<file path="config.mk">
export PLATFORM = sky130hd
export DESIGN_NAME = blit_rotate_scale_setup_core
export DESIGN_NICKNAME = d
export VERILOG_FILES = /design/src/hdl/brss_pkg.sv /design/src/hdl/brss_setup.sv /design/src/hdl/brss_div_cell.sv /design/src/hdl/blit_rotate_scale_setup_core.sv
export SDC_FILE = /design/constraint.sdc
export NUM_CORES = 2
export LEC_CHECK = 0
export BUFFER_PORTS_ARGS = -buffer_cell sky130_fd_sc_hd__buf_2
export CORE_MARGIN = 2
export CORE_UTILIZATION = 62
export DETAILED_ROUTE_END_ITERATION = 16
export GPL_ROUTABILITY_DRIVEN = 0
export PLACE_DENSITY = 0.79
export RECOVER_POWER = 25
export SETUP_SLACK_MARGIN = 0.1
export SYNTH_ARGS = -nofsm -noshare
export SYNTH_HDL_FRONTEND = slang
export SYNTH_SLANG_ARGS = --single-unit
</file>
<file path="constraint.sdc">
create_clock -name clk_i -period 17.1 [get_ports clk_i]
set_clock_uncertainty 0.1 [all_clocks]
set_input_delay 1.71 -clock clk_i [delete_from_list [all_inputs] [get_ports clk_i]]
set_output_delay 1.71 -clock clk_i [all_outputs]
set_load 0.01 [all_outputs]
</file>
<file path="src/hdl/brss_pkg.sv">
// shared types and constants for the blit rotate/scale setup block
package brss_pkg;

  // fixed widths of the result fields
  localparam int unsigned COORD_OUT_W = 13;
  localparam int unsigned STEP_OUT_W  = 24;
  localparam int unsigned ASEL_W      = 2;
  localparam int unsigned ROP_W       = 13;

  // result tdata: fields packed from bit 0, padded to whole bytes
  localparam int unsigned OUT_FIELDS_W = 4 * COORD_OUT_W + 1 + 2 * STEP_OUT_W + ASEL_W + ROP_W;
  localparam int unsigned OUT_DATA_W   = ((OUT_FIELDS_W + 7) / 8) * 8;

  // configuration register map
  localparam int unsigned CFG_ADDR_W = 2;
  localparam int unsigned CFG_DATA_W = 8;
  localparam logic [CFG_ADDR_W-1:0] REG_ROTATION  = 2'd0;
  localparam logic [CFG_ADDR_W-1:0] REG_BLEND     = 2'd1;
  localparam logic [CFG_ADDR_W-1:0] REG_RASTER_OP = 2'd2;

  localparam logic [7:0] RASTER_OP_RESET = 8'd204;

  // rotation / flip codes; other codes mean no rotation
  localparam logic [2:0] ROT_90     = 3'd1;
  localparam logic [2:0] ROT_180    = 3'd2;
  localparam logic [2:0] ROT_270    = 3'd3;
  localparam logic [2:0] ROT_FLIP_X = 3'd4;
  localparam logic [2:0] ROT_FLIP_Y = 3'd5;

  // alpha source codes
  localparam logic [ASEL_W-1:0] ASEL_BLEND_FIELD = 2'd0;
  localparam logic [ASEL_W-1:0] ASEL_SRC_ALPHA   = 2'd1;
  localparam logic [ASEL_W-1:0] ASEL_REG_ALPHA   = 2'd2;

  localparam int unsigned BLEND_SHIFT = 10;

  // fields that ride along the divider chain untouched
  typedef struct packed {
    logic [COORD_OUT_W-1:0] origin_x;
    logic [COORD_OUT_W-1:0] origin_y;
    logic [COORD_OUT_W-1:0] far_x;
    logic [COORD_OUT_W-1:0] far_y;
    logic                   stretch;
    logic [ASEL_W-1:0]      alpha_select;
    logic [ROP_W-1:0]       rop_word;
    logic                   bad_rect;
  } side_t;

endpackage

</file>
<file path="src/hdl/brss_setup.sv">
// entry stage: rectangle checks, rotation, virtual size, alpha and rop decode
module brss_setup import brss_pkg::*; #(
  parameter int unsigned COORD_BITS       = 12,
  parameter int unsigned FRAC_BITS        = 11,
  parameter int unsigned PIXEL_ALPHA_CODE = 3
) (
  input  logic                                 clk_i,
  input  logic                                 rst_ni,
  input  logic                                 in_valid_i,
  output logic                                 in_ready_o,
  input  logic [COORD_BITS-1:0]                src_left_i,
  input  logic [COORD_BITS-1:0]                src_top_i,
  input  logic [COORD_BITS-1:0]                src_right_i,
  input  logic [COORD_BITS-1:0]                src_bottom_i,
  input  logic [COORD_BITS-1:0]                dst_left_i,
  input  logic [COORD_BITS-1:0]                dst_top_i,
  input  logic [COORD_BITS-1:0]                dst_right_i,
  input  logic [COORD_BITS-1:0]                dst_bottom_i,
  input  logic                                 src_has_alpha_i,
  input  logic [2:0]                           rotation_mode_i,
  input  logic [2:0]                           blend_mode_i,
  input  logic [7:0]                           raster_op_i,
  output logic                                 out_valid_o,
  input  logic                                 out_ready_i,
  output logic [COORD_BITS+FRAC_BITS:0]        x_dividend_o,
  output logic [COORD_BITS:0]                  x_divisor_o,
  output logic [COORD_BITS+FRAC_BITS:0]        y_dividend_o,
  output logic [COORD_BITS:0]                  y_divisor_o,
  output side_t                                side_o
);

  localparam int unsigned SW = COORD_BITS + 1;
  localparam int unsigned QW = COORD_BITS + 1 + FRAC_BITS;

  logic [SW-1:0] sw, sh, dw, dh, vw, vh;
  logic [SW-1:0] ox, oy, fx, fy;
  logic          bad;
  side_t         side_d, side_q;
  logic [QW-1:0] xdd_d, ydd_d, xdd_q, ydd_q;
  logic [SW-1:0] xdv_d, ydv_d, xdv_q, ydv_q;
  logic          valid_q, advance;

  assign bad = (src_right_i < src_left_i) || (src_bottom_i < src_top_i) ||
               (dst_right_i < dst_left_i) || (dst_bottom_i < dst_top_i);

  assign sw = SW'(src_right_i) - SW'(src_left_i) + SW'(1);
  assign sh = SW'(src_bottom_i) - SW'(src_top_i) + SW'(1);
  assign dw = SW'(dst_right_i) - SW'(dst_left_i) + SW'(1);
  assign dh = SW'(dst_bottom_i) - SW'(dst_top_i) + SW'(1);

  always_comb begin
    unique case (rotation_mode_i)
      ROT_90: begin
        ox = SW'(dst_right_i);  oy = SW'(dst_top_i);
        fx = SW'(dst_right_i) + dh - SW'(1);
        fy = SW'(dst_top_i) + dw - SW'(1);
        vw = sh; vh = sw;
      end
      ROT_180: begin
        ox = SW'(dst_right_i);  oy = SW'(dst_bottom_i);
        fx = SW'(dst_right_i) + dw - SW'(1);
        fy = SW'(dst_bottom_i) + dh - SW'(1);
        vw = sw; vh = sh;
      end
      ROT_270: begin
        ox = SW'(dst_left_i);   oy = SW'(dst_bottom_i);
        fx = SW'(dst_left_i) + dh - SW'(1);
        fy = SW'(dst_bottom_i) + dw - SW'(1);
        vw = sh; vh = sw;
      end
      ROT_FLIP_X: begin
        ox = SW'(dst_left_i);   oy = SW'(dst_bottom_i);
        fx = SW'(dst_left_i) + dw - SW'(1);
        fy = SW'(dst_bottom_i) + dh - SW'(1);
        vw = sw; vh = sh;
      end
      ROT_FLIP_Y: begin
        ox = SW'(dst_right_i);  oy = SW'(dst_top_i);
        fx = SW'(dst_right_i) + dw - SW'(1);
        fy = SW'(dst_top_i) + dh - SW'(1);
        vw = sw; vh = sh;
      end
      default: begin
        ox = SW'(dst_left_i);   oy = SW'(dst_top_i);
        fx = SW'(dst_right_i);  fy = SW'(dst_bottom_i);
        vw = sw; vh = sh;
      end
    endcase
  end

  always_comb begin
    side_d = '0;
    xdd_d  = '0;
    ydd_d  = '0;
    xdv_d  = SW'(1);
    ydv_d  = SW'(1);
    if (bad) begin
      side_d.bad_rect = 1'b1;
    end else begin
      side_d.origin_x = COORD_OUT_W'(ox);
      side_d.origin_y = COORD_OUT_W'(oy);
      side_d.far_x    = COORD_OUT_W'(fx);
      side_d.far_y    = COORD_OUT_W'(fy);
      side_d.stretch  = (vw != dw) || (vh != dh);
      if (blend_mode_i == 3'(PIXEL_ALPHA_CODE)) begin
        side_d.alpha_select = src_has_alpha_i ? ASEL_SRC_ALPHA : ASEL_REG_ALPHA;
        side_d.rop_word     = ROP_W'(raster_op_i);
      end else begin
        side_d.alpha_select = ASEL_BLEND_FIELD;
        side_d.rop_word     = (ROP_W'(blend_mode_i) << BLEND_SHIFT) | ROP_W'(raster_op_i);
      end
      // a zero dividend gives a zero step when not stretching
      if (side_d.stretch) begin
        xdd_d = {vw, FRAC_BITS'(0)};
        ydd_d = {vh, FRAC_BITS'(0)};
      end
      xdv_d = dw;
      ydv_d = dh;
    end
  end

  assign advance    = !valid_q || out_ready_i;
  assign in_ready_o = advance;

  always_ff @(posedge clk_i or negedge rst_ni) begin
    if (!rst_ni) begin
      valid_q <= 1'b0;
    end else if (advance) begin
      valid_q <= in_valid_i;
    end
  end

  always_ff @(posedge clk_i) begin
    if (advance && in_valid_i) begin
      side_q <= side_d;
      xdd_q  <= xdd_d;
      ydd_q  <= ydd_d;
      xdv_q  <= xdv_d;
      ydv_q  <= ydv_d;
    end
  end

  assign out_valid_o  = valid_q;
  assign side_o       = side_q;
  assign x_dividend_o = xdd_q;
  assign y_dividend_o = ydd_q;
  assign x_divisor_o  = xdv_q;
  assign y_divisor_o  = ydv_q;

endmodule

</file>
<file path="src/hdl/brss_div_cell.sv">
// one restoring-division cell: one quotient bit for the x and y steps
module brss_div_cell import brss_pkg::*; #(
  parameter int unsigned COORD_BITS = 12,
  parameter int unsigned FRAC_BITS  = 11
) (
  input  logic                          clk_i,
  input  logic                          rst_ni,
  input  logic                          in_valid_i,
  output logic                          in_ready_o,
  input  logic [COORD_BITS:0]           x_rem_i,
  input  logic [COORD_BITS+FRAC_BITS:0] x_work_i,
  input  logic [COORD_BITS:0]           x_div_i,
  input  logic [COORD_BITS:0]           y_rem_i,
  input  logic [COORD_BITS+FRAC_BITS:0] y_work_i,
  input  logic [COORD_BITS:0]           y_div_i,
  input  side_t                         side_i,
  output logic                          out_valid_o,
  input  logic                          out_ready_i,
  output logic [COORD_BITS:0]           x_rem_o,
  output logic [COORD_BITS+FRAC_BITS:0] x_work_o,
  output logic [COORD_BITS:0]           x_div_o,
  output logic [COORD_BITS:0]           y_rem_o,
  output logic [COORD_BITS+FRAC_BITS:0] y_work_o,
  output logic [COORD_BITS:0]           y_div_o,
  output side_t                         side_o
);

  localparam int unsigned SW = COORD_BITS + 1;
  localparam int unsigned QW = COORD_BITS + 1 + FRAC_BITS;

  logic [SW:0]   x_trial, y_trial;
  logic          x_ge, y_ge;
  logic [SW-1:0] x_rem_d, y_rem_d, x_rem_q, y_rem_q, x_div_q, y_div_q;
  logic [QW-1:0] x_work_d, y_work_d, x_work_q, y_work_q;
  side_t         side_q;
  logic          valid_q, advance;

  // bring down the next dividend bit, subtract when it fits
  assign x_trial  = {x_rem_i, x_work_i[QW-1]};
  assign y_trial  = {y_rem_i, y_work_i[QW-1]};
  assign x_ge     = x_trial >= {1'b0, x_div_i};
  assign y_ge     = y_trial >= {1'b0, y_div_i};
  assign x_rem_d  = x_ge ? SW'(x_trial - {1'b0, x_div_i}) : SW'(x_trial);
  assign y_rem_d  = y_ge ? SW'(y_trial - {1'b0, y_div_i}) : SW'(y_trial);
  assign x_work_d = {x_work_i[QW-2:0], x_ge};
  assign y_work_d = {y_work_i[QW-2:0], y_ge};

  assign advance    = !valid_q || out_ready_i;
  assign in_ready_o = advance;

  always_ff @(posedge clk_i or negedge rst_ni) begin
    if (!rst_ni) begin
      valid_q <= 1'b0;
    end else if (advance) begin
      valid_q <= in_valid_i;
    end
  end

  always_ff @(posedge clk_i) begin
    if (advance && in_valid_i) begin
      x_rem_q  <= x_rem_d;
      y_rem_q  <= y_rem_d;
      x_work_q <= x_work_d;
      y_work_q <= y_work_d;
      x_div_q  <= x_div_i;
      y_div_q  <= y_div_i;
      side_q   <= side_i;
    end
  end

  assign out_valid_o = valid_q;
  assign x_rem_o     = x_rem_q;
  assign y_rem_o     = y_rem_q;
  assign x_work_o    = x_work_q;
  assign y_work_o    = y_work_q;
  assign x_div_o     = x_div_q;
  assign y_div_o     = y_div_q;
  assign side_o      = side_q;

endmodule

</file>
<file path="src/hdl/blit_rotate_scale_setup_core.sv">
// top level of the blit rotate/scale setup block
//
// channels: s_axis carries one blit command per transfer (eight rectangle
// edges in tdata, the source alpha flag in tuser); m_axis returns one setup
// result per command (origin, far corner, stretch, steps, alpha select, rop
// word in tdata, the bad rectangle flag in tuser). cfg writes rotation mode,
// blend mode and raster op by index; it is always ready
// pipeline: one entry stage plus one division cell per quotient bit,
// registered in turn from the s_axis transfer to m_axis tvalid
// throughput: one command per cycle while m_axis tready is high; every
// cell of the divider chain holds its own command, so the chain takes a
// new command each cycle unless the output stalls
// reset: all stages empty, rotation and blend mode 0, raster op 204
// stall: when m_axis tready is low the chain keeps filling its empty cells
// and s_axis tready falls only once every cell holds a command
module blit_rotate_scale_setup_core import brss_pkg::*; #(
  parameter int unsigned COORD_BITS       = 12,
  parameter int unsigned FRAC_BITS        = 11,
  parameter int unsigned PIXEL_ALPHA_CODE = 3
) (
  input  logic                                      clk_i,
  input  logic                                      rst_ni,
  input  logic                                      s_axis_tvalid,
  output logic                                      s_axis_tready,
  // src_left, src_top, src_right, src_bottom, dst_left, dst_top, dst_right, dst_bottom
  input  logic [((8*COORD_BITS+7)/8)*8-1:0]         s_axis_tdata,
  // src_has_alpha
  input  logic                                      s_axis_tuser,
  output logic                                      m_axis_tvalid,
  input  logic                                      m_axis_tready,
  // origin_x, origin_y, far_x, far_y, stretch, x_step, y_step, alpha_select, rop_word
  output logic [OUT_DATA_W-1:0]                     m_axis_tdata,
  // bad_rect
  output logic                                      m_axis_tuser,
  input  logic                                      cfg_valid_i,
  output logic                                      cfg_ready_o,
  input  logic [CFG_ADDR_W-1:0]                     cfg_addr_i,
  input  logic [CFG_DATA_W-1:0]                     cfg_data_i
);

  localparam int unsigned SW = COORD_BITS + 1;
  localparam int unsigned QW = COORD_BITS + 1 + FRAC_BITS;

  // configuration registers
  logic [2:0] rotation_q, blend_q;
  logic [7:0] raster_op_q;

  assign cfg_ready_o = 1'b1;

  always_ff @(posedge clk_i or negedge rst_ni) begin
    if (!rst_ni) begin
      rotation_q  <= '0;
      blend_q     <= '0;
      raster_op_q <= RASTER_OP_RESET;
    end else if (cfg_valid_i) begin
      unique case (cfg_addr_i)
        REG_ROTATION:  rotation_q  <= cfg_data_i[2:0];
        REG_BLEND:     blend_q     <= cfg_data_i[2:0];
        REG_RASTER_OP: raster_op_q <= cfg_data_i;
        default: ;
      endcase
    end
  end

  // chain links: index k feeds cell k, index QW is the chain output
  logic          valid_w [QW+1];
  logic          ready_w [QW+1];
  logic [SW-1:0] x_rem_w [QW+1];
  logic [SW-1:0] y_rem_w [QW+1];
  logic [QW-1:0] x_work_w [QW+1];
  logic [QW-1:0] y_work_w [QW+1];
  logic [SW-1:0] x_div_w [QW+1];
  logic [SW-1:0] y_div_w [QW+1];
  side_t         side_w [QW+1];

  brss_setup #(
    .COORD_BITS       (COORD_BITS),
    .FRAC_BITS        (FRAC_BITS),
    .PIXEL_ALPHA_CODE (PIXEL_ALPHA_CODE)
  ) u_setup (
    .clk_i           (clk_i),
    .rst_ni          (rst_ni),
    .in_valid_i      (s_axis_tvalid),
    .in_ready_o      (s_axis_tready),
    .src_left_i      (s_axis_tdata[0*COORD_BITS +: COORD_BITS]),
    .src_top_i       (s_axis_tdata[1*COORD_BITS +: COORD_BITS]),
    .src_right_i     (s_axis_tdata[2*COORD_BITS +: COORD_BITS]),
    .src_bottom_i    (s_axis_tdata[3*COORD_BITS +: COORD_BITS]),
    .dst_left_i      (s_axis_tdata[4*COORD_BITS +: COORD_BITS]),
    .dst_top_i       (s_axis_tdata[5*COORD_BITS +: COORD_BITS]),
    .dst_right_i     (s_axis_tdata[6*COORD_BITS +: COORD_BITS]),
    .dst_bottom_i    (s_axis_tdata[7*COORD_BITS +: COORD_BITS]),
    .src_has_alpha_i (s_axis_tuser),
    .rotation_mode_i (rotation_q),
    .blend_mode_i    (blend_q),
    .raster_op_i     (raster_op_q),
    .out_valid_o     (valid_w[0]),
    .out_ready_i     (ready_w[0]),
    .x_dividend_o    (x_work_w[0]),
    .x_divisor_o     (x_div_w[0]),
    .y_dividend_o    (y_work_w[0]),
    .y_divisor_o     (y_div_w[0]),
    .side_o          (side_w[0])
  );

  // partial remainders start at zero
  assign x_rem_w[0] = '0;
  assign y_rem_w[0] = '0;

  // one cell per quotient bit, most significant first
  for (genvar k = 0; k < QW; k++) begin : g_cell
    brss_div_cell #(
      .COORD_BITS (COORD_BITS),
      .FRAC_BITS  (FRAC_BITS)
    ) u_cell (
      .clk_i       (clk_i),
      .rst_ni      (rst_ni),
      .in_valid_i  (valid_w[k]),
      .in_ready_o  (ready_w[k]),
      .x_rem_i     (x_rem_w[k]),
      .x_work_i    (x_work_w[k]),
      .x_div_i     (x_div_w[k]),
      .y_rem_i     (y_rem_w[k]),
      .y_work_i    (y_work_w[k]),
      .y_div_i     (y_div_w[k]),
      .side_i      (side_w[k]),
      .out_valid_o (valid_w[k+1]),
      .out_ready_i (ready_w[k+1]),
      .x_rem_o     (x_rem_w[k+1]),
      .x_work_o    (x_work_w[k+1]),
      .x_div_o     (x_div_w[k+1]),
      .y_rem_o     (y_rem_w[k+1]),
      .y_work_o    (y_work_w[k+1]),
      .y_div_o     (y_div_w[k+1]),
      .side_o      (side_w[k+1])
    );
  end

  // last cell is the output register; its work words hold the quotients
  side_t                  res;
  logic [STEP_OUT_W-1:0]  x_step, y_step;
  logic [OUT_FIELDS_W-1:0] fields;

  assign res            = side_w[QW];
  assign x_step         = STEP_OUT_W'(x_work_w[QW]);
  assign y_step         = STEP_OUT_W'(y_work_w[QW]);
  assign ready_w[QW]    = m_axis_tready;
  assign m_axis_tvalid  = valid_w[QW];
  assign fields = {res.rop_word, res.alpha_select, y_step, x_step, res.stretch,
                   res.far_y, res.far_x, res.origin_y, res.origin_x};
  assign m_axis_tdata   = OUT_DATA_W'(fields);
  assign m_axis_tuser   = res.bad_rect;

endmodule
</file>
==> metrics <==
horizontal die dimension=a little over 500 um; leading post-synthesis cells by instance count=edfxtp_1, inv_1, ha_1; number of max-cap violations=0; Initial Util=0.622; Synth warnings=0; final core area utilization=0.691; xor/xnor cell area share of the yosys netlist=0.0308; number of top-level pins=between 200 and 250; non-filler cells, final=between 10000 and 15000; normalized max-slew margin=0.0812; vias per std cell=around 5.7; number of clock buffers inserted by TritonCTS=roughly 360; Max Freq=about 150 MHz; final critical-path required period=about 6.7 ns; Clock Sinks=3668; synth top area cells=edfxtp_1, ha_1, mux2_2; area of the multi-input gates=39900 um^2; post-CTS resize count=0; cell chain of the critical path=buf_2 > nor2b_1 > nand3_1 > nor2_1 > nand2_1 > nor4_1 > and3_1 > nand3_1 > nor2_1 > nand2_1 > buf_2; clock latency on the worst-skew pair=0.97 ns; worst hold slack=between 0.2 and 0.3 ns; predominant post-synthesis flop cell=edfxtp_1; data arrival at the endpoint of the critical path=4.87 ns; Yosys cell types=88; Data required, critical path=between 15 and 20 ns; WL per Instance=between 20 and 25 um; clk root buf=clkbuf_16; Worst Setup Start Kind=input pin; most common cell in the synthesized netlist=edfxtp_1; Worst path slowest cell=nor4_1; Lkg Pwr=66.6 nW; placement row count=between 150 and 200; area of the placeable core=between 200000 and 250000 um^2; Design Area, Final=approximately 170000 um^2; path type of the worst setup path=in2out; power per cell area=167 nW/um^2; average cell area after synthesis=between 15 and 20 um^2; share of layout cells above drive strength 1=0.132; multiplexer share of the synthesized area=0.0423; antenna violations before repair=8; hold buffers post-CTS=0; H-tree levels=5; number of buffers inserted by post-CTS setup repair=0; ys async rst share=0.0106; overall die area=around 250000 um^2; first-pass iteration count of the detailed router=8; Bufs on Longest Clock Path=4; via count=80600; Synth area leader=edfxtp_1; violation count after the first detailed-routing iteration=6382; combined flip-flop and latch cell area=between 100000 and 150000 um^2; combinational family with the most area after synthesis=adder cells; area growth from synthesis to layout=11.0%; number of pins with negative max-slew slack in the final report=0; Placement Cell Area=160000 um^2; Buffers on Ports=approximately 230; # setup viols final=0; post-synthesis compound-gate area fraction=0.0549; crit end category=output pin; worst slew pin tran=~1.4 ns; maximum fanout along the worst path=5; net count of the finished layout=~12000; RSZ-0062 raised after global routing=false; worst ir drop on vdd=~0.13 mV; Post-synth EDFFs=roughly 3600; status=finished, final reports clean; setup tns final=0 ns; clock tree from TritonCTS=yes; gr ovfl total=0; Synth Instances=roughly 9900; via count of the first global-routing pass=85100; Period Utilization, post-route=0.391; number of remaining DRC errors=0; Largest stage delay, worst path=~0.66 ns; Clock Pin Slew Worst Setup and Hold Paths=0.06 ns; count of antenna-violating nets left after detailed routing=0; simple-gate portion of the synthesized area=0.0473; first-pass GRT wire length=between 400000 and 500000 um; type of the most critical hold path=reg2reg; adder-cell area share of the yosys netlist=0.0813; total global-route track usage=0.233; sequential element share of the synthesized area=0.712; hpwl dp=approximately 190000 um; Mapped Area=154000 um^2; Routed WL=292000 um; DP Cell Count=13400; area share of the largest cell type after synthesis=0.706; fill cell count=between 15000 and 20000; number of hold violations in the final report=0; vertical extent of the die=around 500 um; #FFs+latches synth=between 3000 and 4000; largest net degree at the start of global routing=127
## power breakdown
group          leakage [nW]  total, mW  switching [mW]  internal [mW]
logic                  25.1       8.13            4.49           3.65
clock network          5.53       7.72            3.25           4.47
registers              36.0       12.9           0.704           12.2
total                  66.6       28.7            8.44           20.3
## routing by layer
metal  share of wire  routed length, um  track usage  up-vias
met5        0.000093                 27            0        -
met4           0.051              14700        0.113        4
met3           0.056              16200       0.0385      939
met2            0.52             153000        0.423     2778
met1            0.37             108000        0.268    39300
li1                -                  -            -    37500
## state kept, by name, summed over array words and instances, names as in the netlist, 24 cells and up
register	flops
g_cell.u_cell.out_valid_o	24
g_cell.u_cell.y_work_o	378
g_cell.u_cell.y_rem_o	299
g_cell.u_cell.x_work_o	378
g_cell.u_cell.x_div_o	299
g_cell.u_cell.x_rem_o	299
g_cell.u_cell.side_o	1560
u_setup.side_o	65
g_cell.u_cell.y_div_o	299
## stage by stage
stage	worst slack, ns	power (mW)
finish	10.42	28.7
global route	10.22	30.1
CTS	10.42	28.8
detailed placement	10.07	20.8
global placement	10.19	20.4
floorplan	3.32	18.9
## final timing paths
check	start	endpoint	slack [ns]	cells past startpoint
worst max-delay path	m_axis_tready	s_axis_tready	10.42	11
max in group asynchronous	rst_ni	blend_q[2]	15.50	1
worst min-delay path	g_cell[9].u_cell.y_work_o[21]	g_cell[10].u_cell.y_work_o[22]	0.28	0
worst min register to register	g_cell[9].u_cell.y_work_o[21]	g_cell[10].u_cell.y_work_o[22]	0.28	0
min in group asynchronous	rst_ni	g_cell[5].u_cell.out_valid_o	0.80	1
worst max register to register	rotation_q[2]	u_setup.y_dividend_o[18]	12.11	12
## cell type report
type                            count  share of cell area
Clock inverter                    200              0.0117
Clock buffer                      431              0.0546
Sequential cell                  3668               0.641
Inverter                         1184              0.0259
Timing Repair Buffer              304              0.0101
Tap cell                         3330              0.0243
Antenna cell                        2           0.0000292
Multi-Input combinational cell   4943               0.232
## placed cells by master, fill, tap and decap left out, drive strengths merged, types with 14 or more instances in the layout
| cell type | n |
|---|---|
| nand3 | 35 |
| buf | 304 |
| inv | 1191 |
| dfrtp | 35 |
| o41ai | 30 |
| clkbuf | 431 |
| nand4 | 117 |
| and3 | 30 |
| mux2 | 503 |
| a31oi | 38 |
| o2111ai | 23 |
| a2111oi | 19 |
| o21bai | 51 |
| nand2 | 403 |
| nand2b | 66 |
| a21o | 179 |
| mux2i | 87 |
| fa | 76 |
| nor3 | 153 |
| clkinvlp | 16 |
| nor2 | 463 |
| edfxtp | 3629 |
| nor2b | 118 |
| clkinv | 139 |
| a221oi | 15 |
| xnor2 | 357 |
| bufinv | 38 |
| a211oi | 57 |
| ha | 882 |
| xor2 | 185 |
| o21a | 44 |
| a21boi | 68 |
| a21oi | 397 |
| o21ai | 288 |
| nor4 | 14 |
| or2 | 27 |
| a41o | 25 |
| and2 | 39 |
## critical path: cells and delay by family
family                 cells  cell delay [ns]
and+or+nand+nor            9             2.90
buffers and inverters      2             0.26
## cells by family after synthesis
group | count (synthesis)
XOR/XNOR | 542
AO/OA/AOI/OAI | 1323
flip-flops | 3668
multiplexers | 590
buffers and inverters | 1282
adder cells (fa/ha/maj) | 958
AND/OR/NAND/NOR | 1521
other | 2
(Power assumes the default switching activity.)
